## src/rtl/pps_disciplined_event_timestamper_macros.svh

```systemverilog
// Assertion macros used by the timestamper back end (pdet_exec)
`ifndef PPS_DISCIPLINED_EVENT_TIMESTAMPER_MACROS_SVH
`define PPS_DISCIPLINED_EVENT_TIMESTAMPER_MACROS_SVH

// Same-cycle implication, clocked on i_clk, off during reset
`define PDET_ASSERT_IMP(lbl, ante, cons, msg) \
    lbl: assert property (@(posedge i_clk) disable iff (!i_rst_n) (ante) |-> (cons)) \
        else $error(msg);

// Next-cycle implication, clocked on i_clk, off during reset
`define PDET_ASSERT_NXT(lbl, ante, cons, msg) \
    lbl: assert property (@(posedge i_clk) disable iff (!i_rst_n) (ante) |=> (cons)) \
        else $error(msg);

`endif

```

## src/rtl/pdet_pkg.sv

```systemverilog
// Types, codes and constants of the event timestamper
`default_nettype none

package pdet_pkg;

    typedef enum logic [2:0] {
        K_TICK  = 3'd0,
        K_PPS   = 3'd1,
        K_EVENT = 3'd2,
        K_DATE  = 3'd3,
        K_POP   = 3'd4,
        K_NOP   = 3'd5
    } t_kind;

    typedef enum logic [1:0] {
        ST_OK     = 2'd0,
        ST_DROP   = 2'd1,
        ST_EMPTY  = 2'd2,
        ST_UNSYNC = 2'd3
    } t_status;

    typedef struct packed {
        t_kind       kind;
        logic [11:0] year;
        logic [3:0]  month;
        logic [4:0]  day;
        logic [4:0]  hour;
        logic [5:0]  minute;
        logic [5:0]  second;
    } t_cmd;

    localparam logic [19:0] TPS_RESET  = 20'd1000;
    localparam logic [31:0] TICK_MAX   = 32'hFFFF_FFFF;
    localparam logic [12:0] EPOCH_YEAR = 13'd1970;
    // leap years in 0 .. 1969
    localparam logic [22:0] LEAPS_EPOCH = 23'd478;

    function automatic t_kind classify(input logic [2:0] opcode);
        t_kind k;
        case (opcode)
            3'd0:    k = K_TICK;
            3'd1:    k = K_PPS;
            3'd2:    k = K_EVENT;
            3'd3:    k = K_DATE;
            3'd4:    k = K_POP;
            default: k = K_NOP;
        endcase
        return k;
    endfunction

    function automatic logic [8:0] days_before_month(input logic [3:0] m);
        logic [8:0] d;
        case (m)
            4'd1:    d = 9'd0;
            4'd2:    d = 9'd31;
            4'd3:    d = 9'd59;
            4'd4:    d = 9'd90;
            4'd5:    d = 9'd120;
            4'd6:    d = 9'd151;
            4'd7:    d = 9'd181;
            4'd8:    d = 9'd212;
            4'd9:    d = 9'd243;
            4'd10:   d = 9'd273;
            4'd11:   d = 9'd304;
            4'd12:   d = 9'd334;
            default: d = 9'd0;
        endcase
        return d;
    endfunction

endpackage

`default_nettype wire

```

## src/rtl/pdet_ram.sv

```systemverilog
// Generic single-port-write, registered-read RAM
`default_nettype none

module pdet_ram #(
    parameter int WIDTH = 64,
    parameter int DEPTH = 8
) (
    input  wire logic                     i_clk,
    input  wire logic                     i_we,
    input  wire logic [$clog2(DEPTH)-1:0] i_waddr,
    input  wire logic [WIDTH-1:0]         i_wdata,
    input  wire logic                     i_re,
    input  wire logic [$clog2(DEPTH)-1:0] i_raddr,
    output logic      [WIDTH-1:0]         o_rdata
);

    logic [WIDTH-1:0] r_mem [DEPTH];
    logic [WIDTH-1:0] r_rdata;

    always_ff @(posedge i_clk) begin
        if (i_we) begin
            r_mem[i_waddr] <= i_wdata;
        end
        if (i_re) begin
            r_rdata <= r_mem[i_raddr];
        end
    end

    assign o_rdata = r_rdata;

endmodule

`default_nettype wire

```

## src/rtl/pdet_front.sv

```systemverilog
// Front end: accepts items, decodes the opcode, two-entry command queue
`default_nettype none

module pdet_front (
    input  wire logic           i_clk,
    input  wire logic           i_rst_n,
    input  wire logic           push,
    output logic                full,
    input  wire logic [2:0]     i_opcode,
    input  wire logic [11:0]    i_year,
    input  wire logic [3:0]     i_month,
    input  wire logic [4:0]     i_day,
    input  wire logic [4:0]     i_hour,
    input  wire logic [5:0]     i_minute,
    input  wire logic [5:0]     i_second,
    output pdet_pkg::t_cmd      o_cmd,
    output logic                o_cmd_valid,
    input  wire logic           i_cmd_take
);

    pdet_pkg::t_cmd r_slot [2];
    logic           r_head;
    logic [1:0]     r_cnt;

    logic           do_push;
    logic           do_take;
    logic           tail;
    pdet_pkg::t_cmd n_cmd;

    assign full        = (r_cnt == 2'd2);
    assign o_cmd_valid = (r_cnt != 2'd0);
    assign o_cmd       = r_slot[r_head];
    assign do_push     = push && !full;
    assign do_take     = i_cmd_take && o_cmd_valid;
    assign tail        = r_head ^ r_cnt[0];

    always_comb begin
        n_cmd.kind   = pdet_pkg::classify(i_opcode);
        n_cmd.year   = i_year;
        n_cmd.month  = i_month;
        n_cmd.day    = i_day;
        n_cmd.hour   = i_hour;
        n_cmd.minute = i_minute;
        n_cmd.second = i_second;
    end

    always_ff @(posedge i_clk) begin
        if (!i_rst_n) begin
            r_head <= 1'b0;
            r_cnt  <= 2'd0;
        end else begin
            if (do_take) begin
                r_head <= ~r_head;
            end
            case ({do_push, do_take})
                2'b10:   r_cnt <= r_cnt + 2'd1;
                2'b01:   r_cnt <= r_cnt - 2'd1;
                default: r_cnt <= r_cnt;
            endcase
        end
    end

    always_ff @(posedge i_clk) begin
        if (do_push) begin
            r_slot[tail] <= n_cmd;
        end
    end

endmodule

`default_nettype wire

```

## src/rtl/pdet_exec.sv

```systemverilog
// Back end: time base, tick counter, stamp queue and date conversion
`default_nettype none

`include "pps_disciplined_event_timestamper_macros.svh"

module pdet_exec #(
    parameter int QUEUE_SLOTS = 8
) (
    input  wire logic           i_clk,
    input  wire logic           i_rst_n,
    input  pdet_pkg::t_cmd      i_cmd,
    input  wire logic           i_cmd_valid,
    output logic                o_cmd_take,
    input  wire logic [19:0]    i_tps,
    input  wire logic           i_pop,
    output logic                o_out_valid,
    output logic [1:0]          o_status,
    output logic [63:0]         o_stamp,
    output logic [2:0]          o_queue_count
);

    localparam int AW = $clog2(QUEUE_SLOTS);
    localparam logic [AW-1:0] LAST = AW'(QUEUE_SLOTS - 1);

    typedef enum logic [7:0] {
        S_IDLE = 8'b0000_0001,
        S_READ = 8'b0000_0010,
        S_DIV  = 8'b0000_0100,
        S_DAYS = 8'b0000_1000,
        S_SECS = 8'b0001_0000,
        S_MLO  = 8'b0010_0000,
        S_MHI  = 8'b0100_0000,
        S_SUM  = 8'b1000_0000
    } t_state;

    t_state         r_state;
    logic [31:0]    r_tick;
    logic [63:0]    r_pend;
    logic [63:0]    r_cur;
    logic [AW-1:0]  r_rd;
    logic [AW-1:0]  r_wr;
    logic [AW-1:0]  r_count;
    logic           r_out_valid;
    logic [1:0]     r_status;
    logic [63:0]    r_stamp;
    logic [2:0]     r_qcnt;
    pdet_pkg::t_cmd r_cmd;
    logic [5:0]     r_qa;
    logic [5:0]     r_qb;
    logic [5:0]     r_qy;
    logic [22:0]    r_days;
    logic [40:0]    r_secs;
    logic [40:0]    r_plo;
    logic signed [40:0] r_phi;

    logic           out_free;
    logic           take;
    logic           event_ok;
    logic           pop_ok;
    logic           load_out;
    logic [1:0]     n_status;
    logic [63:0]    n_stamp;
    logic [2:0]     n_qcnt;
    logic [63:0]    ram_rdata;
    logic [63:0]    ev_stamp;
    logic [12:0]    yr;
    logic [12:0]    yoff;
    logic [3:0]     mon;
    logic           leap;
    logic [22:0]    n_days;
    logic [40:0]    n_secs;
    logic [40:0]    n_plo;
    logic signed [40:0] n_phi;
    logic [63:0]    n_sum;
    logic [AW:0]    span_raw;

    function automatic logic [5:0] div100(input logic [12:0] x);
        logic [25:0] p;
        p = 26'(x) * 26'd5243;
        return p[24:19];
    endfunction

    function automatic logic [AW-1:0] step(input logic [AW-1:0] p);
        return (p == LAST) ? '0 : p + 1'b1;
    endfunction

    assign out_free   = !r_out_valid || i_pop;
    assign take       = (r_state == S_IDLE) && i_cmd_valid && out_free;
    assign o_cmd_take = take;
    assign event_ok   = (i_cmd.kind == pdet_pkg::K_EVENT) && (r_cur != 64'd0)
                        && (r_count != LAST);
    assign pop_ok     = (i_cmd.kind == pdet_pkg::K_POP) && (r_count != '0);
    assign load_out   = (take && (i_cmd.kind != pdet_pkg::K_DATE) && !pop_ok)
                        || (((r_state == S_READ) || (r_state == S_SUM)) && out_free);
    assign ev_stamp   = r_cur + 64'(r_tick);

    pdet_ram #(
        .WIDTH (64),
        .DEPTH (QUEUE_SLOTS)
    ) u_stamp_ram (
        .i_clk   (i_clk),
        .i_we    (take && event_ok),
        .i_waddr (r_wr),
        .i_wdata (ev_stamp),
        .i_re    (take && pop_ok),
        .i_raddr (r_rd),
        .o_rdata (ram_rdata)
    );

    always_comb begin
        n_status = pdet_pkg::ST_OK;
        n_stamp  = 64'd0;
        n_qcnt   = 3'(r_count);
        if (r_state == S_READ) begin
            n_stamp = ram_rdata;
        end else if (r_state == S_IDLE) begin
            case (i_cmd.kind)
                pdet_pkg::K_PPS: begin
                    if (r_pend == 64'd0) n_status = pdet_pkg::ST_UNSYNC;
                end
                pdet_pkg::K_EVENT: begin
                    if (r_cur == 64'd0) begin
                        n_status = pdet_pkg::ST_UNSYNC;
                    end else if (r_count == LAST) begin
                        n_status = pdet_pkg::ST_DROP;
                    end else begin
                        n_qcnt = 3'(r_count + 1'b1);
                    end
                end
                pdet_pkg::K_POP: begin
                    if (r_count == '0) n_status = pdet_pkg::ST_EMPTY;
                end
                default: begin
                end
            endcase
        end
    end

    // date conversion datapath
    always_comb begin
        yr   = {1'b0, r_cmd.year};
        yoff = yr - pdet_pkg::EPOCH_YEAR;
        if (r_cmd.month == 4'd0) begin
            mon = 4'd1;
        end else if (r_cmd.month > 4'd12) begin
            mon = 4'd12;
        end else begin
            mon = r_cmd.month;
        end
        leap = (yr[1:0] == 2'b00)
               && ((13'(13'(r_qy) * 13'd100) != yr) || (r_qy[1:0] == 2'b00));
        n_days = {{10{yoff[12]}}, yoff} * 23'd365
                 + 23'((yr + 13'd3) >> 2) - 23'(r_qa) + 23'(r_qb)
                 - pdet_pkg::LEAPS_EPOCH
                 + 23'(pdet_pkg::days_before_month(mon))
                 + 23'((mon > 4'd2) && leap)
                 + 23'(r_cmd.day) - 23'd1;
        n_secs = {{18{r_days[22]}}, r_days} * 41'd86400
                 + 41'(r_cmd.hour) * 41'd3600
                 + 41'(r_cmd.minute) * 41'd60
                 + 41'(r_cmd.second);
        n_plo = {20'd0, r_secs[20:0]} * {21'd0, i_tps};
        n_phi = $signed(r_secs[40:21]) * $signed({1'b0, i_tps});
        n_sum = {23'd0, r_plo} + {{2{r_phi[40]}}, r_phi, 21'd0};
    end

    always_ff @(posedge i_clk) begin
        if (!i_rst_n) begin
            r_state     <= S_IDLE;
            r_tick      <= 32'd0;
            r_pend      <= 64'd0;
            r_cur       <= 64'd0;
            r_rd        <= '0;
            r_wr        <= '0;
            r_count     <= '0;
            r_out_valid <= 1'b0;
        end else begin
            if (load_out) begin
                r_out_valid <= 1'b1;
            end else if (i_pop) begin
                r_out_valid <= 1'b0;
            end
            case (r_state)
                S_IDLE: begin
                    if (take) begin
                        case (i_cmd.kind)
                            pdet_pkg::K_TICK: begin
                                if (r_tick != pdet_pkg::TICK_MAX) r_tick <= r_tick + 32'd1;
                            end
                            pdet_pkg::K_PPS: begin
                                if (r_pend != 64'd0) begin
                                    r_tick <= 32'd0;
                                    r_cur  <= r_pend;
                                end
                            end
                            pdet_pkg::K_EVENT: begin
                                if (event_ok) begin
                                    r_wr    <= step(r_wr);
                                    r_count <= r_count + 1'b1;
                                end
                            end
                            pdet_pkg::K_DATE: r_state <= S_DIV;
                            pdet_pkg::K_POP: begin
                                if (pop_ok) begin
                                    r_rd    <= step(r_rd);
                                    r_count <= r_count - 1'b1;
                                    r_state <= S_READ;
                                end
                            end
                            default: begin
                            end
                        endcase
                    end
                end
                S_READ: begin
                    if (out_free) r_state <= S_IDLE;
                end
                S_DIV:  r_state <= S_DAYS;
                S_DAYS: r_state <= S_SECS;
                S_SECS: r_state <= S_MLO;
                S_MLO:  r_state <= S_MHI;
                S_MHI:  r_state <= S_SUM;
                S_SUM: begin
                    if (out_free) begin
                        r_pend  <= n_sum;
                        r_state <= S_IDLE;
                    end
                end
                default: r_state <= S_IDLE;
            endcase
        end
    end

    always_ff @(posedge i_clk) begin
        if (load_out) begin
            r_status <= n_status;
            r_stamp  <= n_stamp;
            r_qcnt   <= n_qcnt;
        end
        if (take) begin
            r_cmd <= i_cmd;
        end
        if (r_state == S_DIV) begin
            r_qa <= div100(yr + 13'd99);
            r_qb <= div100(13'((yr + 13'd399) >> 2));
            r_qy <= div100(yr);
        end
        if (r_state == S_DAYS) r_days <= n_days;
        if (r_state == S_SECS) r_secs <= n_secs;
        if (r_state == S_MLO)  r_plo  <= n_plo;
        if (r_state == S_MHI)  r_phi  <= n_phi;
    end

    assign o_out_valid   = r_out_valid;
    assign o_status      = r_status;
    assign o_stamp       = r_stamp;
    assign o_queue_count = r_qcnt;

    // occupancy as seen from the two pointers
    assign span_raw = {1'b0, r_wr} + (AW+1)'(QUEUE_SLOTS) - {1'b0, r_rd};

    `PDET_ASSERT_IMP(a_count_bound, 1'b1, r_count <= LAST, "stamp queue over its usable depth")
    `PDET_ASSERT_IMP(a_count_ptrs, 1'b1, r_count == ((span_raw >= (AW+1)'(QUEUE_SLOTS)) ? AW'(span_raw - (AW+1)'(QUEUE_SLOTS)) : AW'(span_raw)), "queue count disagrees with pointers")
    `PDET_ASSERT_NXT(a_out_hold, r_out_valid && !i_pop, r_out_valid, "result lost before transfer")

endmodule

`default_nettype wire

```

## src/rtl/pps_disciplined_event_timestamper.sv

```systemverilog
// PPS-disciplined event timestamper: top level
//
// Input queue: drive push with an item when full is low; opcode 0 tick,
// 1 PPS edge, 2 external event, 3 date load (UTC fields), 4 pop stamp.
// Result queue: while empty is low a result (status, stamp, queue_count)
// is on the outputs; pop takes it. Every item gives exactly one result.
// Config channel: i_cfg_valid with o_cfg_ready writes ticks per second;
// write it only while the block is idle.
// With the back end free, the result is registered as the item is taken
// from the command queue; a pop first does a registered stamp RAM read.
// Throughput: one item per cycle for tick, PPS, event and unused codes while
// each result is popped; a pop or a date load (division, day, second and split
// 41x20 multiply steps) holds the back end until its result is loaded.
// A two-entry command queue keeps accepting while the back end works.
// When the receiver stalls the result register holds and the back end
// waits; the input side fills and full rises.
// Reset (synchronous, active low): empty queues, base times and tick
// counter cleared, ticks per second back to 1000.
`default_nettype none

module pps_disciplined_event_timestamper #(
    parameter int QUEUE_SLOTS = 8
) (
    input  wire logic           i_clk,
    input  wire logic           i_rst_n,
    input  wire logic           push,
    output logic                full,
    input  wire logic [2:0]     i_opcode,
    input  wire logic [11:0]    i_year,
    input  wire logic [3:0]     i_month,
    input  wire logic [4:0]     i_day,
    input  wire logic [4:0]     i_hour,
    input  wire logic [5:0]     i_minute,
    input  wire logic [5:0]     i_second,
    output logic                empty,
    input  wire logic           pop,
    output logic [1:0]          o_status,
    output logic [63:0]         o_stamp,
    output logic [2:0]          o_queue_count,
    input  wire logic           i_cfg_valid,
    output logic                o_cfg_ready,
    input  wire logic [19:0]    i_cfg_data
);

    logic [19:0]    r_tps;
    pdet_pkg::t_cmd cmd;
    logic           cmd_valid;
    logic           cmd_take;
    logic           out_valid;

    always_ff @(posedge i_clk) begin
        if (!i_rst_n) begin
            r_tps <= pdet_pkg::TPS_RESET;
        end else if (i_cfg_valid) begin
            r_tps <= i_cfg_data;
        end
    end

    assign o_cfg_ready = 1'b1;
    assign empty       = !out_valid;

    pdet_front u_front (
        .i_clk       (i_clk),
        .i_rst_n     (i_rst_n),
        .push        (push),
        .full        (full),
        .i_opcode    (i_opcode),
        .i_year      (i_year),
        .i_month     (i_month),
        .i_day       (i_day),
        .i_hour      (i_hour),
        .i_minute    (i_minute),
        .i_second    (i_second),
        .o_cmd       (cmd),
        .o_cmd_valid (cmd_valid),
        .i_cmd_take  (cmd_take)
    );

    pdet_exec #(
        .QUEUE_SLOTS (QUEUE_SLOTS)
    ) u_exec (
        .i_clk         (i_clk),
        .i_rst_n       (i_rst_n),
        .i_cmd         (cmd),
        .i_cmd_valid   (cmd_valid),
        .o_cmd_take    (cmd_take),
        .i_tps         (r_tps),
        .i_pop         (pop && out_valid),
        .o_out_valid   (out_valid),
        .o_status      (o_status),
        .o_stamp       (o_stamp),
        .o_queue_count (o_queue_count)
    );

endmodule

`default_nettype wire

```

## config.mk

```make
export PLATFORM = sky130hd
export DESIGN_NAME = pps_disciplined_event_timestamper
export DESIGN_NICKNAME = d
export VERILOG_FILES = /design/src/rtl/pdet_pkg.sv /design/src/rtl/pdet_ram.sv /design/src/rtl/pdet_front.sv /design/src/rtl/pdet_exec.sv /design/src/rtl/pps_disciplined_event_timestamper.sv
export VERILOG_INCLUDE_DIRS = /design/src /design/src/rtl
export SDC_FILE = /design/constraint.sdc
export NUM_CORES = 2
export LEC_CHECK = 0
export ABC_AREA = 1
export CAP_MARGIN = 5
export CORE_MARGIN = 3
export CORE_UTILIZATION = 52
export CTS_BUF_LIST = sky130_fd_sc_hd__clkbuf_8
export CTS_CLUSTER_DIAMETER = 60
export DETAILED_ROUTE_END_ITERATION = 12
export DONT_BUFFER_PORTS = 1
export HOLD_SLACK_MARGIN = 0.02
export PLACE_DENSITY = 0.66
export RECOVER_POWER = 25
export SLEW_MARGIN = 15
export SYNTH_ARGS = -nofsm -noshare
export SYNTH_HDL_FRONTEND = slang
export SYNTH_SLANG_ARGS = --single-unit
```

## constraint.sdc

```tcl
create_clock -name i_clk -period 17.6 [get_ports i_clk]
set_input_delay 3.52 -clock i_clk [delete_from_list [all_inputs] [get_ports i_clk]]
set_output_delay 3.52 -clock i_clk [all_outputs]
set_load 0.03 [all_outputs]
```

# ---- Word level (Yosys, flattened, before mapping)
# Memories as Yosys holds them, arrays and structs flattened. A register that Yosys moved wholly into a read port is not among the register bits.
# Index checks and enable logic that the tools add are counted.
dict set report word_totals {
  register_bits 472
  latch_bits 0
  ram_bits 594
  romBits 144
  inputBits 66
  output_inout_bits 72
  wordCells 185
  mem_count 3
}
# memory words word_bits rd rd_ports_with_merged_regs write_ports line_no
set memory_table {}
lappend memory_table {u_exec.u_stamp_ram.r_mem 8 64 1 1 1 pdet_ram.sv:17} ;# logic [WIDTH-1:0] r_mem [DEPTH];
lappend memory_table {{(no name shown)} 16 9 1 0 0 pdet_pkg.sv:53} ;# case (m)
lappend memory_table {u_front.r_slot 2 41 1 1 1 pdet_front.sv:21} ;# pdet_pkg::t_cmd r_slot [2];
dict set report classes {
  n_addsub 24
  n_mul 10
  n_div 0
  magnitude_cmp 2
  n_eq_ne 34
  shift 0
  n_mux 35
  n_bitwise 3
  reduce_logical 47
}
# operator count
set op_table {}
lappend op_table {{64-bit logical NOT} 2}
lappend op_table {{64-bit nonzero test} 2}
lappend op_table {{64-bit by 32-bit adder with 64-bit output} 1}
lappend op_table {{32-bit 2-to-1 mux} 2}
lappend op_table {{32-bit case mux with 2 select lines} 1}
lappend op_table {{42-bit by 62-bit adder with 63-bit output} 1}
lappend op_table {{8-bit case mux with 7 select lines} 1}
lappend op_table {{41-bit by 12-bit adder with 41-bit output} 1}
lappend op_table {{41-bit by 17-bit adder with 41-bit output} 1}
lappend op_table {{41-bit by 6-bit adder with 41-bit output} 1}
lappend op_table {{20-bit by 21-bit multiplier with 41-bit output} 1}
lappend op_table {{21-bit by 20-bit multiplier with 41-bit output} 1}
lappend op_table {{41-bit by 10-bit multiplier with 34-bit output, second input constant} 1}
lappend op_table {{32-bit by 1-bit adder with 32-bit output, second input constant} 1}
lappend op_table {{32-bit != test, second input constant} 1}
lappend op_table {{3-bit 2-to-1 mux} 9}
lappend op_table {{12-bit by 13-bit multiplier with 25-bit output, second input constant} 1}
lappend op_table {{13-bit by 13-bit multiplier with 25-bit output, second input constant} 1}
lappend op_table {{11-bit by 13-bit multiplier with 24-bit output, second input constant} 1}
lappend op_table {{8-bit 2-to-1 mux} 3}
lappend op_table {{23-bit by 1-bit adder with 23-bit output} 1}
lappend op_table {{23-bit by 21-bit adder with 23-bit output} 1}
lappend op_table {{23-bit by 5-bit adder with 23-bit output} 1}
lappend op_table {{23-bit by 6-bit adder with 23-bit output} 1}
lappend op_table {{other kinds (57)} 118}

# ---- Depth between registers and ports, before layout
dict set report depth {
  depth_word 10
  mapped_depth 35
  depth_no_buf 35
}

# ---- Hierarchy
# Synthesis repeated with hierarchy kept, for this count alone.
dict set report hier_totals {
  hier_cells 11678
  hier_area_um2 101313.4
}
# module n_inst cells_each area_each_um2 seq_area_each_um2
set by_module_without_submodules {}
lappend by_module_without_submodules {pdet_exec 1 9099 72793.6 11631.2}
lappend by_module_without_submodules {pdet_ram 1 2294 24298.3 17296.6}
lappend by_module_without_submodules {pdet_front 1 165 3402.0 2542.4}
lappend by_module_without_submodules {pps_disciplined_event_timestamper 1 120 819.5 400.4}

# ---- Worst setup path before layout
# Ideal clock, no wire load.
dict set report synth_timing {
  path_type {input to register}
  from {input port pop}
  to {memory u_exec.u_stamp_ram.r_mem[3][0], enable pin}
  setup_time_ns 0.565
  arrival_time_ns 8.726
  required_time_ns 17.035
  setup_slack_ns 8.309
  path_stages 6
  n_path_buf 0
  cell_sequence {nor2_1 nor3_4 inv_1 nor3_2 nand2_1 nor3_1}
}
dict set report synth_between {
  elab_chain_len 6
}
# element line_no
set synth_lines {}
lappend synth_lines {{from (decl)} pps_disciplined_event_timestamper.sv:36} ;# input wire logic pop,
lappend synth_lines {{1-bit logical AND} pps_disciplined_event_timestamper.sv:88} ;# .i_pop (pop && out_valid),
lappend synth_lines {{1-bit logical OR} pdet_exec.sv:87} ;# assign out_free = !r_out_valid || i_pop;
lappend synth_lines {{1-bit logical AND} pdet_exec.sv:88} ;# assign take = (r_state == S_IDLE) && i_cmd_valid && out_free;
lappend synth_lines {{1-bit logical AND} pdet_exec.sv:102} ;# .i_we (take && event_ok),
lappend synth_lines {{1-bit 2-to-1 mux} pdet_ram.sv:21} ;# if (i_we) begin
lappend synth_lines {{1-bit 2-to-1 mux (implied by the code)} pdet_ram.sv:22} ;# r_mem[i_waddr] <= i_wdata;
lappend synth_lines {{to (decl)} pdet_ram.sv:17}
# No other way between the ends.

==> metrics.json <==
{
  "hp-class": "reg2reg",
  "syn2layout_area_growth_pct": 6.347,
  "fin_worst_hold_slack_ns": 0.4327,
  "rsz0062_at_grt": "false",
  "clk_pin_slew_ns": 0.06,
  "place.port_buffers": 0,
  "clock_sink_count": 1128,
  "finalSetupTns_ns": 0,
  "num_rows": 158,
  "seq_area_frac_synth": 0.3252,
  "stdcell_count": 13423,
  "holdBufCountCts": 0,
  "initial_antenna_violation_count": 7,
  "synth_area_leader_cell": "sky130_fd_sc_hd__edfxtp_1",
  "dieArea_mm2": 0.1937,
  "synth_area_mm2": 0.09801,
  "placeableCoreArea_mm2": 0.1864,
  "grt-ovfl-total": 0,
  "finalWeightedCongestion": 0.9257,
  "final_slew_viol_count": 741,
  "asyncSetResetFlopFracSynth": 0,
  "nNetsFinal": 12751,
  "hold_path_depth": 0,
  "vias": 72029,
  "wirelength_mm": 257.1,
  "min_period_over_period": 0.5873,
  "synthCells": 10860,
  "ctsLongestPathBuffers": 3,
  "slew_headroom": -5.137,
  "cp_max_fo": 208,
  "cap_viol_max_count": 11,
  "ios": 138,
  "fin_skew_ns": 0.1048,
  "failing_checks": "capacitance limit, slew limit",
  "postSynthNetCount": 12828,
  "drt_drc_violations_left": 0,
  "synth.avg_cell_area_um2": 9.025,
  "achievable-frequency_ghz": 0.09675,
  "detailedPlacementHpwl_mm": 194.8,
  "cp_top_family": "buffers and inverters",
  "synth.lib_cells_used.distinct": 62,
  "worstSetupEndpointType": "flop",
  "postCtsSetupBuffers": 0,
  "timing.critical_path.depth": 5,
  "groute.usage.overall": 0.2687,
  "synth_largest_type_area_fraction": 0.2843,
  "dr.pass1.iters": 8,
  "grt_pass1_vias": 73940,
  "max_stage_delay_ns": 6.45,
  "worst_setup_path_start_kind": "flop",
  "ys_seq_elements": 1128,
  "die-height_um": 440.1,
  "crit_path_top_delay_cell": "sky130_fd_sc_hd__clkbuf_1",
  "routed_via_density": 5.366,
  "grt_max_degree": 209,
  "cts_max_level": 4,
  "tritoncts_clock_tree": "yes",
  "worstPathArrival_ns": 11.08,
  "status": "finished with violations",
  "postRouteAntennaNets": 0,
  "cp.required_ns": 18.34,
  "drtIter0Drc": 5093,
  "number_of_enable_flip_flop_cells_after_synthesis": 928,
  "source_to_sink_clock_delay_at_the_later_pin_of_the_worst_skew_pair_ns": 0.97,
  "dp.cells": 13064,
  "synth_ff_type": "sky130_fd_sc_hd__edfxtp_1",
  "grt_first_pass_wirelength_mm": 408.4,
  "worst_r2r_path_depth": 5,
  "cp_cell_sequence": "clkbuf_1 -> o21ai_0 -> o22ai_1 -> nor2_1 -> a31oi_1",
  "cts_resizes": 0,
  "layout-drive-gt1-share": 0.04745,
  "start_util": 0.5257,
  "finish.instance_area_mm2": 0.1042,
  "ctsRootBufferMaster": "sky130_fd_sc_hd__clkbuf_8",
  "netlist_top_cells_area": "sky130_fd_sc_hd__edfxtp_1 28%, sky130_fd_sc_hd__fa_1 20%, sky130_fd_sc_hd__ha_1 12%",
  "synthesis_warnings": 0,
  "worstSetupPathType": "reg2reg",
  "wl_per_cell_um": 19.16,
  "setup_viol": 0,
  "clock_period_minus_worst_slack_ns": 10.34,
  "tightest_pin_transition_ns": 9.206,
  "fp.dieW_um": 440.1,
  "placement.cell_area_mm2": 0.1005,
  "finalHoldViolations": 0,
  "worst-path-buf-inv": 1,
  "numCtsBuffers": 195
}
-- layout by cell type, fill, tap and decap left out, types with 27 or more instances in the layout --
cell type                  netlist  routed
sky130_fd_sc_hd__nand4_1        67      67
sky130_fd_sc_hd__nor4_1         73      72
sky130_fd_sc_hd__o22ai_1        67      67
sky130_fd_sc_hd__or2_2          27      27
sky130_fd_sc_hd__inv_1        2393    2445
sky130_fd_sc_hd__nor3_1        136     127
sky130_fd_sc_hd__o21ai_0       492     493
sky130_fd_sc_hd__edfxtp_1      928     928
sky130_fd_sc_hd__xnor2_1       100     100
sky130_fd_sc_hd__nand2_1      1769    1768
sky130_fd_sc_hd__nand2_2        30      30
sky130_fd_sc_hd__a21o_1         31      31
sky130_fd_sc_hd__xor2_1        240     240
sky130_fd_sc_hd__fa_1          981     981
sky130_fd_sc_hd__ha_1          921     921
sky130_fd_sc_hd__buf_4           5      81
sky130_fd_sc_hd__a21oi_1       390     390
sky130_fd_sc_hd__a31oi_1       111     111
sky130_fd_sc_hd__nor2_1       1066    1064
sky130_fd_sc_hd__clkinv_2        0      28
sky130_fd_sc_hd__mux2_2         39      29
sky130_fd_sc_hd__a211oi_1       41      41
sky130_fd_sc_hd__clkbuf_8        0     202
sky130_fd_sc_hd__nand3_1       200     200
sky130_fd_sc_hd__dfxtp_1       200     199
sky130_fd_sc_hd__clkinv_1        4      38
-- cell usage after synthesis, types with 4 or more instances --
cell,n
sky130_fd_sc_hd__a211oi_1,41
sky130_fd_sc_hd__a21boi_0,8
sky130_fd_sc_hd__a21o_1,31
sky130_fd_sc_hd__a21oi_1,390
sky130_fd_sc_hd__a221oi_1,4
sky130_fd_sc_hd__a31o_2,4
sky130_fd_sc_hd__a31oi_1,111
sky130_fd_sc_hd__and3_1,7
sky130_fd_sc_hd__buf_1,16
sky130_fd_sc_hd__buf_2,27
sky130_fd_sc_hd__buf_4,5
sky130_fd_sc_hd__clkbuf_1,316
sky130_fd_sc_hd__clkinv_1,4
sky130_fd_sc_hd__dfxtp_1,200
sky130_fd_sc_hd__edfxtp_1,928
sky130_fd_sc_hd__fa_1,981
sky130_fd_sc_hd__ha_1,921
sky130_fd_sc_hd__inv_1,2393
sky130_fd_sc_hd__inv_2,14
sky130_fd_sc_hd__mux2_2,39
sky130_fd_sc_hd__nand2_1,1769
sky130_fd_sc_hd__nand2_2,30
sky130_fd_sc_hd__nand3_1,200
sky130_fd_sc_hd__nand3_2,8
sky130_fd_sc_hd__nand3b_1,10
sky130_fd_sc_hd__nand4_1,67
sky130_fd_sc_hd__nor2_1,1066
sky130_fd_sc_hd__nor2_2,12
sky130_fd_sc_hd__nor2_4,12
sky130_fd_sc_hd__nor3_1,136
sky130_fd_sc_hd__nor3_2,6
sky130_fd_sc_hd__nor4_1,73
sky130_fd_sc_hd__o2111ai_1,7
sky130_fd_sc_hd__o211ai_1,20
sky130_fd_sc_hd__o21a_1,16
sky130_fd_sc_hd__o21ai_0,492
sky130_fd_sc_hd__o21ai_1,13
sky130_fd_sc_hd__o21ai_2,4
sky130_fd_sc_hd__o21bai_1,12
sky130_fd_sc_hd__o22ai_1,67
sky130_fd_sc_hd__o31ai_1,7
sky130_fd_sc_hd__or2_2,27
sky130_fd_sc_hd__xnor2_1,100
sky130_fd_sc_hd__xor2_1,240
-- per-stage QoR --
stage | util | worst slack [ns]
floorplan | - | 8.309
global placement | 0.5391 | 10.04
detailed placement | 0.5391 | 9.931
CTS | 0.5592 | 9.974
global route | 0.5591 | 6.449
finish | 0.5591 | 7.264
-- sequential cells by signal (all words and copies together) (netlist names), 63 cells and up, named ones only --
name	count
u_exec.o_stamp	64
u_exec.r_cur	63
u_exec.r_pend	63
u_exec.u_stamp_ram.o_rdata	64
u_exec.u_stamp_ram.r_mem	512
u_front.r_slot	82
-- worst paths after layout --
path / start / to / slack [ns]
min reg2reg: u_exec.r_cmd[0]$_DFFE_PP_ / u_exec.r_secs[0]$_DFFE_PP_ / 0.43
min: u_exec.r_cmd[0]$_DFFE_PP_ / u_exec.r_secs[0]$_DFFE_PP_ / 0.43
max reg2reg: u_exec.r_rd[0]$_SDFFE_PN0P_ / u_exec.u_stamp_ram.o_rdata[58]$_DFFE_PP_ / 7.26
max: u_exec.r_rd[0]$_SDFFE_PN0P_ / u_exec.u_stamp_ram.o_rdata[58]$_DFFE_PP_ / 7.26
-- kinds of logic (layout without fill, tap and decap cells) --
family                     count (synthesis)  count (layout)  share of synthesized area
AOI/OAI and AO/OA                       1236            1236                    0.07006
xor gates and xnor gates                 340             340                    0.03038
adders and majority gates               1902            1902                     0.3180
buffers and inverters                   2777            2855                     0.1070
DFF                                     1128            1128                     0.3252
muxes                                     39              39                   0.004481
other                                      1               6                 0.00003826
and+or+nand+nor                         3437            3437                     0.1449
-- cell type report --
| cell class | instances | area [um^2] |
|---|---|---|
| diodes | 5 | 12.51 |
| clock buffers | 202 | 2780 |
| clock inverters | 150 | 980.9 |
| fillers | 16666 | 82190 |
| inverters | 2411 | 9060 |
| multi-input cells | 6955 | 55720 |
| flip-flops and latches | 1128 | 31870 |
| well taps | 2480 | 3103 |
| repair buffers | 92 | 696.9 |
-- per-layer routing --
metal  share of wire  global-route usage  vias to the layer above
li1                -                   -                    34068
met1            0.44              0.3660                    35264
met2            0.47              0.4486                     2299
met3           0.065             0.04025                      396
met4           0.025             0.07242                        2
met5        0.000051                   0                        -
Power is not shown: default switching activity piles up to over one toggle a cycle in this logic, so the estimate is an artifact.
